<file path="src/rtl/core/qdss_mod.sv">
// Restoring remainder unit: 32-bit hash modulo a 10-bit worker count.
// One quotient bit per cycle; no package dependencies.
module qdss_mod (
  input  logic        clk,
  input  logic        rst_n,
  input  logic        start,
  input  logic [31:0] dividend,
  input  logic [9:0]  divisor,
  output logic        done,
  output logic [9:0]  rem
);

  logic        busy_r, done_r;
  logic [4:0]  cnt_r;
  logic [31:0] q_r;
  logic [9:0]  rem_r;
  logic [9:0]  d_r;
  logic [10:0] trial;

  assign trial = {rem_r, q_r[31]};

  always_ff @(posedge clk) begin
    if (!rst_n) begin
      busy_r <= 1'b0;
      done_r <= 1'b0;
      cnt_r  <= '0;
      q_r    <= '0;
      rem_r  <= '0;
      d_r    <= '0;
    end else begin
      done_r <= 1'b0;
      if (start) begin
        busy_r <= 1'b1;
        cnt_r  <= '0;
        q_r    <= dividend;
        rem_r  <= '0;
        d_r    <= divisor;
      end else if (busy_r) begin
        // The partial remainder stays below the divisor, so it fits in 10 bits.
        if (trial >= {1'b0, d_r}) rem_r <= 10'(trial - {1'b0, d_r});
        else rem_r <= trial[9:0];
        q_r   <= {q_r[30:0], 1'b0};
        cnt_r <= cnt_r + 1'b1;
        if (cnt_r == 5'd31) begin
          busy_r <= 1'b0;
          done_r <= 1'b1;
        end
      end
    end
  end

  assign done = done_r;
  assign rem  = rem_r;

endmodule

</file>
<file path="config.mk">
export PLATFORM = sky130hd
export DESIGN_NAME = qdss_mod
export DESIGN_NICKNAME = d
export VERILOG_FILES = /design/src/rtl/core/qdss_mod.sv
export SDC_FILE = /design/constraint.sdc
export NUM_CORES = 1
export LEC_CHECK = 0
export ABC_AREA = 1
export BUFFER_PORTS_ARGS = -buffer_cell sky130_fd_sc_hd__clkbuf_2
export CAP_MARGIN = 20
export CORE_UTILIZATION = 55
export CTS_BUF_LIST = sky130_fd_sc_hd__clkbuf_8
export DETAILED_ROUTE_END_ITERATION = 6
export GPL_ROUTABILITY_DRIVEN = 0
export PLACE_DENSITY = 0.79
export SLEW_MARGIN = 20
export SYNTH_ARGS = -nofsm -noshare
export SYNTH_HDL_FRONTEND = slang
export SYNTH_SLANG_ARGS = --single-unit
</file>
<file path="constraint.sdc">
create_clock -name clk -period 1.94 [get_ports clk]
set_clock_uncertainty 0.15 [all_clocks]
set_input_delay 0.485 -clock clk [delete_from_list [all_inputs] [get_ports clk]]
set_output_delay 0.485 -clock clk [all_outputs]
set_load 0.05 [all_outputs]
</file>
## After elaboration in Yosys (flattened, before gate mapping)

Cells that the tools add are included.

| word-level totals | value |
|---|---|
| memories | 0 |
| latch bits | 0 |
| flip-flop bits (word level) | 59 |
| bits in read-only memories | 0 |
| output and inout bits | 11 |
| logic and storage cells | 22 |
| memory bits (writable) | 0 |

| cells by class | value |
|---|---|
| bitwise logic cells | 2 |
| multipliers | 0 |
| shift-type cells | 0 |
| divide/modulo/power cells | 0 |
| equality and inequality tests | 1 |
| multiplexer cells | 7 |
| reductions and logical operators | 3 |
| magnitude comparators | 1 |
| $add $sub $neg | 2 |

Operators by type and width:

| operator | count |
|---|---|
| $mux 32 | 2 |
| $ge 11x10->1 | 1 |
| $mux 10 | 1 |
| $sub 10x10->10 | 1 |
| $add 5x1->5 const B | 1 |
| $eq 5x5->1 const B | 1 |
| $mux 1 | 4 |
| $reduce_or 3->1 | 1 |
| $not 1->1 | 2 |
| $reduce_bool 2->1 | 1 |
| $reduce_or 2->1 | 1 |

## Logic depth before layout (Yosys ltp)

| depth | value |
|---|---|
| depth in word-level cells | 4 |
| gate-level depth with buffers | 12 |

## Worst setup path after synthesis

Ideal clock, no wire load.

| timing path | value |
|---|---|
| path kind | reg2reg |
| start | reg rem_r[7], in the netlist rem[7] |
| end | reg rem_r[9], in the netlist rem[9] |
| path buffers | 1 |
| setup time | 0.117 ns |
| data arrival time | 1.760 ns |
| cell stages (with the launch flop) | 12 |
| clock period less this slack | 2.028 ns |
| slack | -0.088 ns |
| path through | dfxtp_1 > ha_1 > nand2_1 > inv_2 > nand2_1 > inv_1 > nand2_2 > and2_4 > buf_6 > nand4_1 > nand3_1 > a21oi_1 |

| on the way | value |
|---|---|
| word-level cells in the longest chain between the ends | 2 |

Ends and longest elaborated chain:

| what | RTL line | source |
|---|---|---|
| start: declaration | 16 | `logic [9:0] rem_r;` |
| start signal: assignment | 40 | `if (trial >= {1'b0, d_r}) rem_r <= 10'(trial - {1'b0, d_r});` |
| start signal: assignment | 41 | `else rem_r <= trial[9:0];` |
| $sub 10x10->10 / $ge 11x10->1 (equally long branches) | 40 |  |
| $mux 10 (*) | 40 |  |

Every way passes the cells marked *; elsewhere a longest branch is shown, timed or not.
A chain may end at the register's enable or synchronous reset.

## Worst setup path in the final report

| timing path | value |
|---|---|
| start | reg d_r[6] |
| end | reg rem_r[3], in the netlist rem[3] |

| on the way | value |
|---|---|
| word-level cells in the longest chain between the ends | 2 |

Ends and longest elaborated chain:

| what | RTL line | source |
|---|---|---|
| start: declaration | 17 | `logic [9:0] d_r;` |
| start signal: assignment | 37 | `d_r <= divisor;` |
| $ge 11x10->1 | 40 |  |
| $mux 10 | 40 |  |

Every way passes these cells.

==> results.md <==
* Ys flop type: dfxtp_1
* I/O Pins at 56
* Full die area at ~0.006 mm²
* Vias per cell at around 5.3
* Drt initial violations at 181
* Initial Utilization at 57.5%
* Violated checks: setup timing
* Core Rows at 27
* Area growth syn-to-layout at 25.1%
* Worst setup margin at -0.171 ps
* Crit-path max FO at 5
* Kind of critical path: reg2reg
* Number of iterations in the first detailed-routing pass at 5
* Design area at 0.00401 mm²
* Place WS at -51.7 ps
* Max stage delay on crit path at 340 ps
* CTS tree: built
* Remaining DRCs at 0
* Clk sinks at 59
* CP max-delay cell: dfxtp_1
* Ys Warns at 0
* Final period util at 100%
* Most frequent cells after synthesis: 127 x nand2_1, 90 x inv_1, 59 x dfxtp_1, 30 x nand3_1, 26 x a21oi_1
* Crit path max-delay family: simple AND/OR/NAND/NOR gates
* Most common cell in the netlist: nand2_1
* Final hold vios at 0
* CP endpoint kind: flop
* Yosys reg bits at 59
* Post-synth cell types at 32
* Largest net degree at the start of global routing at between 40 and 50
* Gr usage total at 26.8%
* Fillcell total at 448
* Final HPWL DP at 5480 µm
* Outcome: finished with violations
* Post-route ant nets at 0
* RSZ-0062 raised after global routing: true
* Clk root buf: clkbuf_8
* Leakage power at 2.01 nW
* Syn nets at 534
* Die Y at between 70 and 80 µm
* Final net count at 594
* Post-place instance area at 0.00354 mm²
* Antenna violations before repair at 0
* First-pass GRT wire length at 12700 µm
* Fmax at 515 MHz
* Mapped Area at approximately 0.0032 mm²
* Vias in the first global route at 2854
* Minimum clock period at roughly 1900 ps
* Total CTS buffers at 9
* Syn Area/Cell at 6.73 µm²
* IO Port Bufs at 55
* Peak VDD IR at ~0.58 mV
* Buffer and inverter count on the worst path at 3
* Register area share after synthesis at 36.9%
* Final hold slack at 236 ps
* Die width at 78.3 µm
* Synth top area share at 36.9%
* Max-cap check violation count at 0
* Endpoints failing setup at 1
* Ys async rst share at 0%
* Crit path DAT at 2060 ps
* WL final at ~8000 µm
* Pwr Density at 829 mW/mm²
* Antenna fix cells at 0
* Area leader, netlist: dfxtp_1
* Number of synthesized flops with an enable pin at 0
* Worst Hold Class: in2reg
* Mapped Cells at 476
* PnR Total Power at ~3.3 mW
* Most used cell, CP: nand2_2
* Layout cells sized above 1 at 25.9%
* Max Slew Vio Count at 0
* Clock buffer depth at 2
* Via Count at between 3000 and 4000
* Worst slew pin tran at 502 ps
* Req. time, crit path at 2050 ps
* Crit start category: flop
* Area contributors post-synth: dfxtp_1 37%, nand2_1 15%, inv_1 11%
* Gr ovfl total at 0
* # H-tree levels at 3
* DR WL/cell at 13.3 µm
* Worst-Skew Late Latency at 340 ps
* CTS clk-pin slew, worst paths at 70 ps
* Core Box Area at 0.00557 mm²
* Max-slew headroom at 66.5%
* CP Cell Sequence: inv_1 > ha_4 > nand2_2 > inv_2 > nand2_1 > nor2_2 > nand2_2 > buf_4 > nand4_1 > nand3_1 > a21oi_1
==> sequential cells by signal (all words and copies together), names as in the netlist <==
name and count:
rem 10, d_r 10, q_r 32, cnt_r 5, done 1, busy_r 1
==> tightest hold or removal path, delay by kind of cell <==
| kind | cells | cell delay (ps) |
|---|---|---|
| buf+inv | 1 | 90 |
| compound gates | 1 | 50 |
| simple gates | 1 | 50 |
==> routing by layer <==
metal / share of wire [%] / track usage (%)
met1: 41 / 31.8
met2: 49 / 45.0
met3: 6.3 / 6.40
met4: 3.0 / 13.1
met5: 0 / 0
==> stage by stage <==
stage / utilization [%] / cells / setup TNS (ps)
floorplan: - / 476 / 0
detailed placement: 63.5 / 592 / -134
CTS: 68.1 / 607 / 0
finish: 71.9 / 612 / -0.171
global placement: 63.5 / 592 / 0
global route: 71.9 / 612 / -837
==> where the power goes <==
group / internal, mW / switching [mW]
clock: 0.746 / 0.486
combinational: 0.303 / 0.472
sequential: 1.28 / 0.0347
==> final cells by class <==
| type | count | area [µm²] | share of cell area (%) |
|---|---|---|---|
| repair buffers | 69 | 397 | 9.90 |
| well taps | 72 | 90.1 | 2.25 |
| flip-flops and latches | 59 | 1190 | 29.8 |
| multi-input cells | 299 | 1740 | 43.5 |
| inverters | 98 | 370 | 9.24 |
| clock inverters | 5 | 77.6 | 1.94 |
| clock buffers | 10 | 138 | 3.43 |
==> path summary, 6_finish.rpt <==
path              slack (ps)         from  cells past startpoint  endpoint
hold / removal           240  dividend[0]                      3    q_r[0]
setup reg to reg        -0.2       d_r[6]                     11    rem[3]
setup / recovery        -0.2       d_r[6]                     11    rem[3]
hold reg to reg          320       q_r[0]                      2    q_r[0]
==> cells by family after synthesis <==
group / after synthesis / share of synthesized area (%)
and+or+nand+nor: 203 / 27.3
DFF: 59 / 36.9
buffers and inverters: 120 / 15.3
AOI/OAI and AO/OA: 78 / 14.4
adders and majority gates: 13 / 5.31
xor gates and xnor gates: 3 / 0.820
==> layout by cell type (no fill, tap or decap), types with 3 or more instances in the layout <==
cell type  netlist  final
ha_1            12      4
xnor2_1          3      3
nand2_2          6      9
nand3_1         30     26
o211ai_1         6      6
o21ai_1          4      4
buf_4            4     12
nor2_2           2      4
dfxtp_1         59     49
clkbuf_8         0     10
nor3_1           5      5
ha_4             0      8
clkbuf_2         0     55
nand3_2          1      4
a22oi_1          6      6
inv_1           90     87
o221ai_1         8      8
dfxtp_2          0     10
o21ai_0         23     23
nand4_1         11     11
inv_2            8     10
nand2_1        127    124
nor2_1          18     14
a21oi_1         26     25
==> timing repair <==
| item | in CTS | in global routing |
|---|---|---|
| endpoints found under the setup margin | 9 | 10 |
| pin swaps | 0 | 14 |
| cloned | 0 | 3 |
| resized for setup | 5 | 33 |
| hold buffers | 0 | 0 |
| buffers inserted | 0 | 2 |
Note: power is estimated with default switching activity, not from simulation.
